[src/rtl/rtnp_pkg.sv]
// package for the ring-tone text note parser
// types, character codes, parse phases and the controller/datapath interface
// no dependencies
`default_nettype none

package rtnp_pkg;

    // fixed field widths
    localparam int CHAR_W      = 8;
    localparam int OCT_W       = 4;
    localparam int SEMI_W      = 4;
    localparam int DUR_W       = 19;
    localparam int SHIFT_W     = 2;
    localparam int VAL_W       = 10;
    localparam int DIVIDEND_W  = 18;
    localparam int DIVISOR_W   = 10;
    localparam int DIV_CNT_W   = $clog2(DIVIDEND_W + 1);

    // tempo and song defaults
    localparam logic [DIVIDEND_W-1:0] TEMPO_NUM   = 18'd60000;
    localparam logic [VAL_W-1:0]      BPM_DEF     = 10'd63;
    localparam logic [VAL_W-1:0]      LEN_DEF     = 10'd4;
    localparam logic [2:0]            OCT_DEF     = 3'd6;
    localparam logic [VAL_W-1:0]      OCT_MIN     = 10'd3;
    localparam logic [VAL_W-1:0]      OCT_MAX     = 10'd7;

    // character codes
    localparam logic [CHAR_W-1:0] CH_COLON = 8'h3A;
    localparam logic [CHAR_W-1:0] CH_COMMA = 8'h2C;
    localparam logic [CHAR_W-1:0] CH_SPACE = 8'h20;
    localparam logic [CHAR_W-1:0] CH_EQUAL = 8'h3D;
    localparam logic [CHAR_W-1:0] CH_SHARP = 8'h23;
    localparam logic [CHAR_W-1:0] CH_DOT   = 8'h2E;
    localparam logic [CHAR_W-1:0] CH_ZERO  = 8'h30;
    localparam logic [CHAR_W-1:0] CH_NINE  = 8'h39;
    localparam logic [CHAR_W-1:0] CH_UP_A  = 8'h41;
    localparam logic [CHAR_W-1:0] CH_UP_Z  = 8'h5A;
    localparam logic [CHAR_W-1:0] CH_CASE  = 8'h20;
    localparam logic [CHAR_W-1:0] CH_A     = 8'h61;
    localparam logic [CHAR_W-1:0] CH_B     = 8'h62;
    localparam logic [CHAR_W-1:0] CH_C     = 8'h63;
    localparam logic [CHAR_W-1:0] CH_D     = 8'h64;
    localparam logic [CHAR_W-1:0] CH_E     = 8'h65;
    localparam logic [CHAR_W-1:0] CH_F     = 8'h66;
    localparam logic [CHAR_W-1:0] CH_G     = 8'h67;
    localparam logic [CHAR_W-1:0] CH_O     = 8'h6F;

    // semitone codes
    localparam logic [SEMI_W-1:0] SEMI_REST = 4'd0;
    localparam logic [SEMI_W-1:0] SEMI_C    = 4'd1;
    localparam logic [SEMI_W-1:0] SEMI_D    = 4'd3;
    localparam logic [SEMI_W-1:0] SEMI_E    = 4'd5;
    localparam logic [SEMI_W-1:0] SEMI_F    = 4'd6;
    localparam logic [SEMI_W-1:0] SEMI_G    = 4'd8;
    localparam logic [SEMI_W-1:0] SEMI_A    = 4'd10;
    localparam logic [SEMI_W-1:0] SEMI_B    = 4'd12;
    localparam logic [SEMI_W-1:0] SEMI_MAX  = 4'd13;

    typedef enum logic [3:0] {
        PH_TITLE,
        PH_KEY,
        PH_EQ_D,
        PH_EQ_O,
        PH_EQ_B,
        PH_VAL_D,
        PH_VAL_O,
        PH_VAL_B,
        PH_DUR,
        PH_TAIL,
        PH_SHARP,
        PH_DOT,
        PH_OCT
    } t_phase;

    typedef enum logic [2:0] {
        S_IDLE,
        S_TEMPO_START,
        S_TEMPO_RUN,
        S_NOTE_START,
        S_NOTE_RUN,
        S_NOTE_HOLD
    } t_state;

    typedef struct packed {
        logic [CHAR_W-1:0] text_char;
        logic              final_char;
    } t_in_word;

    typedef struct packed {
        logic [OCT_W-1:0]  octave;
        logic [SEMI_W-1:0] semitone;
        logic [DUR_W-1:0]  duration_ms;
        logic              song_end;
    } t_out_word;

    // pending note, captured when it is closed
    typedef struct packed {
        logic [DIVISOR_W-1:0] div;
        logic                 dot;
        logic [OCT_W-1:0]     oct;
        logic [SEMI_W-1:0]    semi;
        logic                 last;
    } t_snap;

    typedef struct packed {
        logic accept;
        logic div_start;
        logic div_sel_tempo;
        logic tempo_load;
        logic tempo_keep;
        logic out_load;
    } t_cmd;

    typedef struct packed {
        logic need_tempo;
        logic need_note;
        logic div_busy;
        logic div_done;
        logic out_free;
    } t_stat;

endpackage

`default_nettype wire

[src/rtl/rtnp_div.sv]
// radix-2 restoring divider, one quotient bit per cycle
// depends on rtnp_pkg
`default_nettype none

module rtnp_div
    import rtnp_pkg::*;
(
    input  wire logic                  i_clk,
    input  wire logic                  i_rst_n,
    input  wire logic                  i_start,
    input  wire logic [DIVIDEND_W-1:0] i_dividend,
    input  wire logic [DIVISOR_W-1:0]  i_divisor,
    output logic      [DIVIDEND_W-1:0] o_quotient,
    output logic                       o_busy,
    output logic                       o_done
);

    logic [DIVISOR_W-1:0]  r_rem;
    logic [DIVIDEND_W-1:0] r_quo;
    logic [DIVISOR_W-1:0]  r_dsr;
    logic [DIV_CNT_W-1:0]  r_cnt;
    logic                  r_busy;
    logic                  r_done;
    logic [DIVISOR_W+1:0]  trial;
    logic                  borrow;

    always_comb begin
        trial  = {1'b0, r_rem, r_quo[DIVIDEND_W-1]} - {2'b00, r_dsr};
        borrow = trial[DIVISOR_W+1];
    end

    always_ff @(posedge i_clk) begin
        if (!i_rst_n) begin
            r_busy <= 1'b0;
            r_done <= 1'b0;
            r_cnt  <= '0;
        end else begin
            r_done <= 1'b0;
            if (i_start) begin
                r_busy <= 1'b1;
                r_cnt  <= DIV_CNT_W'(DIVIDEND_W);
            end else if (r_busy) begin
                r_cnt <= r_cnt - DIV_CNT_W'(1);
                if (r_cnt == DIV_CNT_W'(1)) begin
                    r_busy <= 1'b0;
                    r_done <= 1'b1;
                end
            end
        end
    end

    always_ff @(posedge i_clk) begin
        if (i_start) begin
            r_rem <= '0;
            r_quo <= i_dividend;
            r_dsr <= i_divisor;
        end else if (r_busy) begin
            // remainder stays below the divisor, so the shifted value fits
            r_rem <= borrow ? {r_rem[DIVISOR_W-2:0], r_quo[DIVIDEND_W-1]}
                            : trial[DIVISOR_W-1:0];
            r_quo <= {r_quo[DIVIDEND_W-2:0], ~borrow};
        end
    end

    assign o_quotient = r_quo;
    assign o_busy     = r_busy;
    assign o_done     = r_done;

endmodule

`default_nettype wire

[src/rtl/rtnp_dpath.sv]
// datapath: character parser, song state, note capture, divider, output register
// depends on rtnp_pkg and rtnp_div
`default_nettype none

module rtnp_dpath
    import rtnp_pkg::*;
(
    input  wire logic               i_clk,
    input  wire logic               i_rst_n,
    input  wire t_cmd               i_cmd,
    output t_stat                   o_st,
    input  wire t_in_word           i_in,
    input  wire logic               i_cfg_we,
    input  wire logic [SHIFT_W-1:0] i_cfg_data,
    input  wire logic               i_out_ready,
    output logic                    o_out_valid,
    output t_out_word               o_out
);

    // song state
    t_phase                r_phase;
    logic [VAL_W-1:0]      r_def_len;
    logic [2:0]            r_def_oct;
    logic [VAL_W-1:0]      r_bpm;
    logic [DIVIDEND_W-1:0] r_whole;
    logic [VAL_W-1:0]      r_acc;
    logic [1:0]            r_cnt;
    logic [SEMI_W-1:0]     r_semi;
    logic                  r_dot;
    logic [3:0]            r_noct;
    logic [SHIFT_W-1:0]    r_oct_shift;

    // captured work for the divider
    t_snap                 r_snap;
    logic [DIVIDEND_W-1:0] r_em_whole;
    logic [DIVISOR_W-1:0]  r_tp_div;

    logic                  r_out_valid;
    t_out_word             r_out;

    // next values of one parse step
    t_phase                n_phase;
    logic [VAL_W-1:0]      n_def_len;
    logic [2:0]            n_def_oct;
    logic [VAL_W-1:0]      n_bpm;
    logic [DIVIDEND_W-1:0] n_whole;
    logic [VAL_W-1:0]      n_acc;
    logic [1:0]            n_cnt;
    logic [SEMI_W-1:0]     n_semi;
    logic                  n_dot;
    logic [3:0]            n_noct;
    t_snap                 n_snap;
    logic [DIVISOR_W-1:0]  n_tp_div;
    logic                  emitted;
    logic                  hdr_end;

    logic [DIVIDEND_W-1:0] div_dividend;
    logic [DIVISOR_W-1:0]  div_divisor;
    logic [DIVIDEND_W-1:0] quotient;
    logic                  div_busy;
    logic                  div_done;
    logic [DUR_W-1:0]      dur;

    function automatic logic [SEMI_W-1:0] letter_code(input logic [CHAR_W-1:0] ch);
        logic [SEMI_W-1:0] code;
        unique case (ch)
            CH_C:    code = SEMI_C;
            CH_D:    code = SEMI_D;
            CH_E:    code = SEMI_E;
            CH_F:    code = SEMI_F;
            CH_G:    code = SEMI_G;
            CH_A:    code = SEMI_A;
            CH_B:    code = SEMI_B;
            default: code = SEMI_REST;
        endcase
        return code;
    endfunction

    // value * 10 + digit, value stays below 100 here
    function automatic logic [VAL_W-1:0] mul10_add(input logic [VAL_W-1:0] v,
                                                   input logic [3:0] dg);
        return VAL_W'((v << 3) + (v << 1) + {6'b0, dg});
    endfunction

    function automatic t_snap make_snap(
        input logic [VAL_W-1:0]   acc,
        input logic [1:0]         cnt,
        input logic [VAL_W-1:0]   dlen,
        input t_phase             ph,
        input logic [3:0]         noct,
        input logic [2:0]         doct,
        input logic [SEMI_W-1:0]  semi,
        input logic               dot,
        input logic [SHIFT_W-1:0] shift,
        input logic               last
    );
        t_snap            s;
        logic [3:0]       oct;
        logic [VAL_W-1:0] dv;
        dv  = (cnt != 2'd0 && acc != '0) ? acc : dlen;
        if (dv == '0) begin
            dv = VAL_W'(1);
        end
        oct    = (ph == PH_OCT) ? noct : {1'b0, doct};
        s.div  = dv;
        s.dot  = dot;
        s.oct  = oct + {2'b00, shift};
        s.semi = semi;
        s.last = last;
        return s;
    endfunction

    always_comb begin
        logic [CHAR_W-1:0] c;
        logic              dig;
        logic [3:0]        d;
        logic              fin;

        c = i_in.text_char;
        if (c >= CH_UP_A && c <= CH_UP_Z) begin
            c = c + CH_CASE;
        end
        fin = i_in.final_char;
        dig = (c >= CH_ZERO && c <= CH_NINE);
        d   = dig ? c[3:0] : 4'd0;

        n_phase   = r_phase;
        n_def_len = r_def_len;
        n_def_oct = r_def_oct;
        n_bpm     = r_bpm;
        n_whole   = r_whole;
        n_acc     = r_acc;
        n_cnt     = r_cnt;
        n_semi    = r_semi;
        n_dot     = r_dot;
        n_noct    = r_noct;
        n_snap    = r_snap;
        n_tp_div  = r_tp_div;
        emitted   = 1'b0;
        hdr_end   = 1'b0;

        if (r_phase == PH_TITLE) begin
            if (c == CH_COLON) begin
                n_phase = PH_KEY;
            end
        end else if (c != CH_SPACE) begin
            unique case (r_phase) inside
                PH_KEY: begin
                    if (c == CH_D) begin
                        n_phase = PH_EQ_D;
                    end else if (c == CH_O) begin
                        n_phase = PH_EQ_O;
                    end else if (c == CH_B) begin
                        n_phase = PH_EQ_B;
                    end else if (c == CH_COLON) begin
                        hdr_end = 1'b1;
                    end
                end
                PH_EQ_D, PH_EQ_O, PH_EQ_B: begin
                    if (c == CH_EQUAL) begin
                        n_phase = (r_phase == PH_EQ_D) ? PH_VAL_D :
                                  (r_phase == PH_EQ_O) ? PH_VAL_O : PH_VAL_B;
                        n_acc   = '0;
                        n_cnt   = '0;
                    end else if (c == CH_COMMA) begin
                        n_phase = PH_KEY;
                    end else if (c == CH_COLON) begin
                        hdr_end = 1'b1;
                    end
                end
                PH_VAL_D, PH_VAL_O, PH_VAL_B: begin
                    if (dig) begin
                        if (r_cnt != 2'd3) begin
                            n_acc = mul10_add(r_acc, d);
                            n_cnt = r_cnt + 2'd1;
                        end
                    end else if (c == CH_COMMA || c == CH_COLON) begin
                        // apply the header value
                        if (r_phase == PH_VAL_D && r_acc != '0) begin
                            n_def_len = r_acc;
                        end else if (r_phase == PH_VAL_O && r_acc >= OCT_MIN &&
                                     r_acc <= OCT_MAX) begin
                            n_def_oct = r_acc[2:0];
                        end else if (r_phase == PH_VAL_B && r_cnt != 2'd0) begin
                            n_bpm = (r_acc == '0) ? BPM_DEF : r_acc;
                        end
                        n_acc   = '0;
                        n_cnt   = '0;
                        n_phase = PH_KEY;
                        hdr_end = (c == CH_COLON);
                    end
                end
                PH_DUR, PH_TAIL, PH_SHARP, PH_DOT, PH_OCT: begin
                    if (c == CH_COMMA) begin
                        n_snap = make_snap(r_acc, r_cnt, r_def_len, r_phase, r_noct,
                                           r_def_oct, r_semi, r_dot, r_oct_shift, fin);
                        emitted = 1'b1;
                        n_acc   = '0;
                        n_cnt   = '0;
                        n_semi  = SEMI_REST;
                        n_dot   = 1'b0;
                        n_noct  = '0;
                        n_phase = PH_DUR;
                    end else if (r_phase == PH_DUR) begin
                        if (dig) begin
                            if (r_cnt < 2'd2) begin
                                n_acc = mul10_add(r_acc, d);
                                n_cnt = r_cnt + 2'd1;
                            end
                        end else begin
                            n_semi  = letter_code(c);
                            n_phase = PH_TAIL;
                        end
                    end else if (c == CH_SHARP && r_phase == PH_TAIL) begin
                        if (r_semi != SEMI_REST) begin
                            n_semi = r_semi + 4'd1;
                        end
                        n_phase = PH_SHARP;
                    end else if (c == CH_DOT) begin
                        n_dot = 1'b1;
                        if (r_phase != PH_OCT) begin
                            n_phase = PH_DOT;
                        end
                    end else if (dig && r_phase != PH_OCT) begin
                        n_noct  = d;
                        n_phase = PH_OCT;
                    end
                end
                default: begin
                    n_phase = PH_TITLE;
                end
            endcase
        end

        // end of header: tempo division pending, note section starts
        if (hdr_end) begin
            n_tp_div = (n_bpm == '0) ? BPM_DEF : n_bpm;
            n_acc    = '0;
            n_cnt    = '0;
            n_semi   = SEMI_REST;
            n_dot    = 1'b0;
            n_noct   = '0;
            n_phase  = PH_DUR;
        end

        if (fin) begin
            if (!emitted && n_phase >= PH_DUR && n_phase <= PH_OCT) begin
                n_snap = make_snap(n_acc, n_cnt, n_def_len, n_phase, n_noct,
                                   n_def_oct, n_semi, n_dot, r_oct_shift, 1'b1);
                emitted = 1'b1;
            end
            n_phase   = PH_TITLE;
            n_def_len = LEN_DEF;
            n_def_oct = OCT_DEF;
            n_bpm     = BPM_DEF;
            n_whole   = '0;
            n_acc     = '0;
            n_cnt     = '0;
            n_semi    = SEMI_REST;
            n_dot     = 1'b0;
            n_noct    = '0;
        end
    end

    always_ff @(posedge i_clk) begin
        if (!i_rst_n) begin
            r_phase     <= PH_TITLE;
            r_def_len   <= LEN_DEF;
            r_def_oct   <= OCT_DEF;
            r_bpm       <= BPM_DEF;
            r_whole     <= '0;
            r_acc       <= '0;
            r_cnt       <= '0;
            r_semi      <= SEMI_REST;
            r_dot       <= 1'b0;
            r_noct      <= '0;
            r_oct_shift <= '0;
            r_out_valid <= 1'b0;
        end else begin
            if (i_cfg_we) begin
                r_oct_shift <= i_cfg_data;
            end
            if (i_cmd.accept) begin
                r_phase   <= n_phase;
                r_def_len <= n_def_len;
                r_def_oct <= n_def_oct;
                r_bpm     <= n_bpm;
                r_whole   <= n_whole;
                r_acc     <= n_acc;
                r_cnt     <= n_cnt;
                r_semi    <= n_semi;
                r_dot     <= n_dot;
                r_noct    <= n_noct;
            end else if (i_cmd.tempo_load && i_cmd.tempo_keep) begin
                r_whole <= {quotient[DIVIDEND_W-3:0], 2'b00};
            end
            if (i_cmd.out_load) begin
                r_out_valid <= 1'b1;
            end else if (i_out_ready) begin
                r_out_valid <= 1'b0;
            end
        end
    end

    always_ff @(posedge i_clk) begin
        if (i_cmd.accept) begin
            r_snap   <= n_snap;
            r_tp_div <= n_tp_div;
            if (emitted) begin
                r_em_whole <= r_whole;
            end
        end else if (i_cmd.tempo_load) begin
            // whole note = (60000 / bpm) * 4
            r_em_whole <= {quotient[DIVIDEND_W-3:0], 2'b00};
        end
        if (i_cmd.out_load) begin
            r_out.octave      <= r_snap.oct;
            r_out.semitone    <= r_snap.semi;
            r_out.duration_ms <= dur;
            r_out.song_end    <= r_snap.last;
        end
    end

    // dotted adds half
    assign dur = {1'b0, quotient} +
                 (r_snap.dot ? {2'b00, quotient[DIVIDEND_W-1:1]} : '0);

    assign div_dividend = i_cmd.div_sel_tempo ? TEMPO_NUM : r_em_whole;
    assign div_divisor  = i_cmd.div_sel_tempo ? r_tp_div : r_snap.div;

    rtnp_div u_div (
        .i_clk      (i_clk),
        .i_rst_n    (i_rst_n),
        .i_start    (i_cmd.div_start),
        .i_dividend (div_dividend),
        .i_divisor  (div_divisor),
        .o_quotient (quotient),
        .o_busy     (div_busy),
        .o_done     (div_done)
    );

    always_comb begin
        o_st.need_tempo = hdr_end;
        o_st.need_note  = emitted;
        o_st.div_busy   = div_busy;
        o_st.div_done   = div_done;
        o_st.out_free   = !r_out_valid || i_out_ready;
    end

    assign o_out_valid = r_out_valid;
    assign o_out       = r_out;

endmodule

`default_nettype wire

[src/rtl/rtnp_ctrl.sv]
// controller: sequences character accept, tempo division and note division
// depends on rtnp_pkg
`default_nettype none

module rtnp_ctrl
    import rtnp_pkg::*;
(
    input  wire logic  i_clk,
    input  wire logic  i_rst_n,
    input  wire logic  i_in_valid,
    output logic       o_in_ready,
    input  wire t_stat i_st,
    output t_cmd       o_cmd
);

    t_state r_state;
    t_state n_state;
    logic   r_chain;

    always_comb begin
        n_state = r_state;
        unique case (r_state)
            S_IDLE: begin
                if (i_in_valid) begin
                    if (i_st.need_tempo) begin
                        n_state = S_TEMPO_START;
                    end else if (i_st.need_note) begin
                        n_state = S_NOTE_START;
                    end
                end
            end
            S_TEMPO_START: n_state = S_TEMPO_RUN;
            S_TEMPO_RUN: begin
                if (i_st.div_done) begin
                    n_state = r_chain ? S_NOTE_START : S_IDLE;
                end
            end
            S_NOTE_START: n_state = S_NOTE_RUN;
            S_NOTE_RUN: begin
                if (i_st.div_done) begin
                    n_state = i_st.out_free ? S_IDLE : S_NOTE_HOLD;
                end
            end
            S_NOTE_HOLD: begin
                if (i_st.out_free) begin
                    n_state = S_IDLE;
                end
            end
            default: n_state = S_IDLE;
        endcase
    end

    always_comb begin
        o_in_ready          = (r_state == S_IDLE);
        o_cmd.accept        = (r_state == S_IDLE) && i_in_valid;
        o_cmd.div_start     = (r_state == S_TEMPO_START) || (r_state == S_NOTE_START);
        o_cmd.div_sel_tempo = (r_state == S_TEMPO_START);
        o_cmd.tempo_load    = (r_state == S_TEMPO_RUN) && i_st.div_done;
        o_cmd.tempo_keep    = !r_chain;
        o_cmd.out_load      = ((r_state == S_NOTE_RUN) && i_st.div_done && i_st.out_free) ||
                              ((r_state == S_NOTE_HOLD) && i_st.out_free);
    end

    always_ff @(posedge i_clk) begin
        if (!i_rst_n) begin
            r_state <= S_IDLE;
            r_chain <= 1'b0;
        end else begin
            r_state <= n_state;
            if (o_cmd.accept) begin
                // header end and song end on one character: two divisions
                r_chain <= i_st.need_tempo && i_st.need_note;
            end
        end
    end

endmodule

`default_nettype wire

[src/rtl/ringtone_text_note_parser.sv]
// ring-tone text note parser, top level: controller, datapath, config port
// a character that closes nothing is taken in one cycle, back to back
// a character that closes a note or the header holds off the next one until its division is done
// header end on the final character: two divisions, tempo then note, before the word is shown
// a note word is loaded once its division is done and the output register is free; input waits until then
// synchronous active-low reset: title skip, d=4, o=6, b=63, octave shift 0
`default_nettype none

module ringtone_text_note_parser
    import rtnp_pkg::*;
(
    input  wire logic               i_clk,
    input  wire logic               i_rst_n,
    // character words in
    input  wire logic               i_in_valid,
    output logic                    o_in_ready,
    input  wire t_in_word           i_in,
    // note words out
    output logic                    o_out_valid,
    input  wire logic               i_out_ready,
    output t_out_word               o_out,
    // octave shift register write
    input  wire logic               i_cfg_valid,
    output logic                    o_cfg_ready,
    input  wire logic [SHIFT_W-1:0] i_cfg_data
);

    t_cmd  cmd;
    t_stat st;

    // register writes are to arrive only while idle (the user's duty, not enforced here); the port never stalls
    assign o_cfg_ready = 1'b1;

    // controller: accept, tempo division, note division, output hand-off
    rtnp_ctrl u_ctrl (
        .i_clk      (i_clk),
        .i_rst_n    (i_rst_n),
        .i_in_valid (i_in_valid),
        .o_in_ready (o_in_ready),
        .i_st       (st),
        .o_cmd      (cmd)
    );

    // datapath: parser state, shared divider, output register
    rtnp_dpath u_dpath (
        .i_clk       (i_clk),
        .i_rst_n     (i_rst_n),
        .i_cmd       (cmd),
        .o_st        (st),
        .i_in        (i_in),
        .i_cfg_we    (i_cfg_valid),
        .i_cfg_data  (i_cfg_data),
        .i_out_ready (i_out_ready),
        .o_out_valid (o_out_valid),
        .o_out       (o_out)
    );

`ifndef SYNTH
    // no character taken while the divider works
    a_no_accept_busy: assert property (@(posedge i_clk) disable iff (!i_rst_n)
        st.div_busy |-> !o_in_ready)
        else $error("character accepted while divider busy");

    // a new note word never overwrites one still waiting
    a_out_no_overwrite: assert property (@(posedge i_clk) disable iff (!i_rst_n)
        cmd.out_load |-> (!o_out_valid || i_out_ready))
        else $error("note word overwritten");

    // the divider is never restarted mid-run
    a_div_start_idle: assert property (@(posedge i_clk) disable iff (!i_rst_n)
        cmd.div_start |-> !st.div_busy)
        else $error("divider restarted while busy");

    // the semitone code stays in range
    a_semi_range: assert property (@(posedge i_clk) disable iff (!i_rst_n)
        o_out_valid |-> (o_out.semitone <= SEMI_MAX))
        else $error("semitone out of range");
`endif

endmodule

`default_nettype wire

[config.mk]
export PLATFORM = sky130hd
export DESIGN_NAME = ringtone_text_note_parser
export DESIGN_NICKNAME = d
export VERILOG_FILES = /design/src/rtl/rtnp_pkg.sv /design/src/rtl/rtnp_div.sv /design/src/rtl/rtnp_dpath.sv /design/src/rtl/rtnp_ctrl.sv /design/src/rtl/ringtone_text_note_parser.sv
export SDC_FILE = /design/constraint.sdc
export NUM_CORES = 1
export LEC_CHECK = 0
export BUFFER_PORTS_ARGS = -buffer_cell sky130_fd_sc_hd__buf_2
export CORE_ASPECT_RATIO = 1.1
export CORE_UTILIZATION = 35
export CTS_BUF_LIST = sky130_fd_sc_hd__clkbuf_16
export DETAILED_ROUTE_END_ITERATION = 12
export PLACE_DENSITY = 0.56
export SYNTH_ARGS = -nofsm -noshare
export SYNTH_HDL_FRONTEND = slang
export SYNTH_SLANG_ARGS = --single-unit
[constraint.sdc]
create_clock -name i_clk -period 6.89 [get_ports i_clk]
set_clock_uncertainty 0.15 [all_clocks]
set_input_delay 1.378 -clock i_clk [delete_from_list [all_inputs] [get_ports i_clk]]
set_output_delay 1.378 -clock i_clk [all_outputs]
set_load 0.02 [all_outputs]
After elaboration in Yosys (flattened, before gate mapping) --
Cells that the tools add are included.
Word-level totals: bits of input ports 16, output and inout bits 31, register bits after elaboration 194, word-level logic and storage cells 309, memories kept 0, ROM bits 0, bits in latches 0, bits in writable memories 0
Operators by class: multipliers 0, bitwise operators 3, muxes and demuxes 163, magnitude comparators 9, shift operators 0, $add $sub $neg 10, equality and inequality tests 42, div/mod/pow operators 0, reduce and logical (&&, ||, !) cells 50
Operators by type and width (number):
- $mux W10 | 35
- $mux W4 | 43
- $mux W18 | 9
- $mux W20 | 6
- $eq A8 B7 Y1 const B | 8
- $mux W3 | 15
- $eq A8 B6 Y1 const B | 5
- $logic_not A10 Y1 | 4
- $mux W1 | 32
- $pmux W10 S3 | 1
- $pmux W4 S7 | 1
- $mux W2 | 13
- $eq A4 B4 Y1 const B | 6
- $reduce_bool A10 Y1 | 2
- $add A18 B19 Y19 | 1
- $logic_and A1 B1 Y1 | 19
- $pmux W3 S6 | 1
- $mux W17 | 1
- $eq A4 B3 Y1 const B | 4
- $pmux W4 S4 | 1
- $reduce_bool A2 Y1 | 6
- $sub A11 B10 Y12 | 1
- $add A10 B10 Y10 | 1
- $add A10 B4 Y10 | 1
- 40 further kinds | 61

Logic depth before layout (Yosys ltp) --
depth after elaboration 24, gate-level depth with buffers 21, gate-level depth less buffers 20

Cells and area by module --
From an unflattened synthesis, not the netlist that was laid out.
Unflattened totals: cell total of the unflattened synthesis 1337, area total of the unflattened synthesis 12326.8 um^2
Modules (own cells, without submodules):
- rtnp_dpath | times used 1, sequential area each 3563.4 um^2, area each 9661.8 um^2, cells an instance 1093
- rtnp_div | times used 1, sequential area each 1181.1 um^2, area each 2328.5 um^2, cells an instance 199
- rtnp_ctrl | times used 1, sequential area each 80.1 um^2, area each 325.3 um^2, cells an instance 43
- ringtone_text_note_parser | times used 1, sequential area each 0.0 um^2, area each 11.3 um^2, cells an instance 2

Least setup slack after synthesis --
OpenSTA, ideal clock, no wires.
path type input port to flip-flop, from in i_in[6] in the netlist's numbering, to reg u_dpath.r_snap[14] in the netlist's numbering (data pin), slack 0.239 ns, data arrival time 6.356 ns, library setup time 0.145 ns, data required time 6.595 ns, buffers on the path 1, stages on the path 21, path through ha_1 > o31a_1 > a41oi_1 > nand4_2 > buf_6 > nor3_1 > nand2_1 > fa_1 > inv_1 > fa_1 > a211oi_1 > o21bai_1 > a21oi_1 > xnor2_1 > mux2i_1 > or4_1 > o211a_1 > and3_1 > a21oi_4 > mux2_1 > o21ai_1
RTL lines:
- from (decl) | RTL line ringtone_text_note_parser.sv:17 | input wire t_in_word i_in,
- to (signal assigned) | RTL line rtnp_dpath.sv:307 | r_snap <= n_snap;
- to (decl) | RTL line rtnp_dpath.sv:34 | t_snap r_snap;

==> impl_metrics.toml <==
[run_status]
status = "completed"

[clocking]
cts_tree = "built"
htreeDepth = 4
cts_hold_buf = 0
cts_setup_buffers = 0
clk_latency_ns = 0.44
cts_buffers = 17
numClockSinks = 190
cts.clk_slew.worst_paths_ns = 0.07
root_buffer = "clkbuf_16"
ctsResizeCount = 0
clockBufferDepth = 2

[cells_and_area]
drive_gt1_share_pct = 11.1
diodes = 0
area_growth_syn_to_layout_pct = 9.99
nets = 1401
multi_input_area_um2 = 6440
layout_common_cells = "nand2_1 (184), edfxtp_1 (102), o21ai_0 (88), dfxtp_1 (88), nor2_1 (84)"
n_fill_cell = 3352
ff_latch_area_um2 = 4820
mostFrequentLayoutCell = "nand2_1"

[placement]
gp_congestion = 0.915
place_worst_setup_slack_ns = 0.133
port_buffers = 45
hpwl_um = 20900

[power_and_ir_drop]
p_per_area_nw_per_um2 = 217
p_sw_share_pct = 29.4
pwr-share-clk_pct = 33.9
p_leak_nw = 4.92
peakVddDrop_mv = 0.167
p_sw_w = 0.000826
power.internal_w = 0.00198
power_frac_comb_pct = 18.9
power_frac_seq_pct = 47.2

[synthesis]
syn-num-nets = 1392
synth_flop_cell = "edfxtp_1"
syn_avg_cell_area_um2 = 8.94
ys_seq_area_share_pct = 41.0
ys_async_sr_fraction_pct = 0
synthCells = 1317
synth_edf_count = 102
ys_seq_elements = 190
synth_cell_types = 86
netlist_area_um2 = 11800
ys_warn_count = 0

[global_route]
use_met1_pct = 22.8
antenna_found_initial = 0
grt_usage_pct = 17.8
grt_max_degree = 68
first_global_vias = 9293
busiest_layer = "met2"
grt_pass1_wl_um = 48600
grt-ovfl-total = 0
met3_usage_pct = 2.56
met2_usage_pct = 30.3

[detailed_routing]
drt_wl_total_um = 30000
drcViolationCount = 0
wl_per_cell_um = 17.0
via_count = 9622
first_pass_iters = 7
ant_nets = 0
dr.first_iter.drc_count = 627
viasPerCell = 5.43

[floorplan]
die_w_um = 177
ios = 47
core.rowCount = 70
core_region_area_um2 = 33200
die_h_um = 194
initial_utilization_pct = 35.5
die_area_um2 = 34400

[timing]
fin_crit_ns = 6.40
maxSlewHeadroom_pct = 22.3
worstMarginPinSlew_ns = 1.16
setup_tns_ns = 0
setup_viol = 0
rsz0062_at_grt = "no"
setup_ws_ns = 0.491
fmax_mhz = 156
hold_viol_final = 0
fin_crit_sh_pct = 92.9
slew_viol_final = 0

[setup_path]
cp_slowest_cell = "fa_1"
path_common_cell = "fa_1"
reg2reg_setup_slack_ns = 2.11
required_ns = 7.00
worst-setup-path-type = "in2reg"
crit_fanout = 10
cp-start-kind = "input pin"
crit_path_max_incr_delay_ns = 0.54
critPathBufInv = 2
cp_top_family = "compound AO/OA/AOI/OAI gates"
cp.arrival_ns = 6.51
path_cells = "buf_2 -> ha_1 -> o31a_1 -> a41oi_1 -> nand4_2 -> nor3_1 -> nand2_1 -> fa_1 -> inv_1 -> fa_1 -> a211oi_1 -> o21bai_1 -> a21oi_1 -> xnor2_1 -> mux2i_1 -> or4_1 -> o211a_1 -> and3_1 -> a21oi_4 -> mux2_1 -> o21ai_1"
crit_path_end_kind = "flop"

[job]
maxCapViolCount = 0

[min_path]
hold_path.class = "reg2reg"
-- through the flow --
stage | hold slack, ns | cells | area [µm²] | power, W | utilization, %
CTS | 0.314 | 1771 | 12900 | 0.00284 | 39.0
floorplan | 0.276 | 1317 | 11800 | 0.00175 | -
detailed placement | 0.296 | 1739 | 12400 | 0.00189 | 37.3
finish | 0.310 | 1771 | 12900 | 0.00281 | 39.0
global route | 0.324 | 1771 | 12900 | 0.00296 | 39.0
global placement | 0.295 | 1739 | 12400 | 0.00187 | 37.3
-- layer usage --
layer	share of wire, %	vias to the layer above
met3	3.7	52
met2	49	246
met4	2.3	0
met5	0	-
met1	45	4572
li1	-	4752
-- layout make-up --
type / count / area share, %
clock buffer: 17 / 3.29
clock inverter: 15 / 1.02
inverter: 53 / 1.54
multi-input combinational: 998 / 49.7
sequential: 190 / 37.3
tap: 432 / 4.18
timing repair buffer: 66 / 2.96
-- state kept, by name (all words and copies together) (netlist names), 16 cells and up --
register and count:
u_dpath.o_out 28, u_dpath.r_whole 16, u_dpath.r_em_whole 16, u_dpath.r_snap 20, u_dpath.u_div.o_quotient 18
-- worst paths after layout --
path,start,to,cells past startpoint
worst max-delay path,i_in[6],u_dpath.r_snap[14]$_DFFE_PP_,21
worst max register to register,u_dpath.r_acc[2]$_SDFFE_PN0P_,u_dpath.r_snap[14]$_DFFE_PP_,15
worst min register to register,u_dpath.r_snap[6]$_DFFE_PP_,u_dpath.o_out[25]$_DFFE_PP_,0
worst min-delay path,u_dpath.r_snap[6]$_DFFE_PP_,u_dpath.o_out[25]$_DFFE_PP_,0
-- power by group through the flow --
stage	registers, W	logic (W)	clock network (W)
after floorplan	0.00133	0.000424	0
after global placement	0.00135	0.000523	0
after detailed placement	0.00135	0.000535	0
after CTS	0.00133	0.000538	0.000976
after global routing	0.00134	0.000603	0.00102
final	0.00132	0.000532	0.000951
-- synthesized netlist by cell type, drive strengths merged (15+ instances only) --
| master | number | area, µm² |
|---|---|---|
| a21o | 16 | 121 |
| inv | 52 | 195 |
| mux2 | 22 | 251 |
| a31oi | 15 | 93.8 |
| a22oi | 47 | 353 |
| nand2 | 184 | 691 |
| o21ai | 99 | 503 |
| nor2b | 69 | 432 |
| nor3 | 39 | 205 |
| and2 | 29 | 181 |
| ha | 53 | 663 |
| edfxtp | 102 | 3060 |
| dfxtp | 88 | 1760 |
| nor2 | 86 | 323 |
| nand3 | 24 | 120 |
| a21oi | 67 | 347 |
| clkbuf | 63 | 236 |
| mux2i | 35 | 350 |
| xnor2 | 26 | 228 |
-- cell families after synthesis --
family | count (synthesis) | share of synthesized area, %
AND/OR/NAND/NOR | 510 | 21.5
XOR/XNOR | 36 | 2.68
AO/OA/AOI/OAI | 335 | 18.5
buffers and inverters | 129 | 4.50
multiplexers | 57 | 5.11
flip-flops | 190 | 41.0
adder cells (fa/ha/maj) | 59 | 6.66
other | 1 | 0.0319
Power figures use the tool's default switching activity.
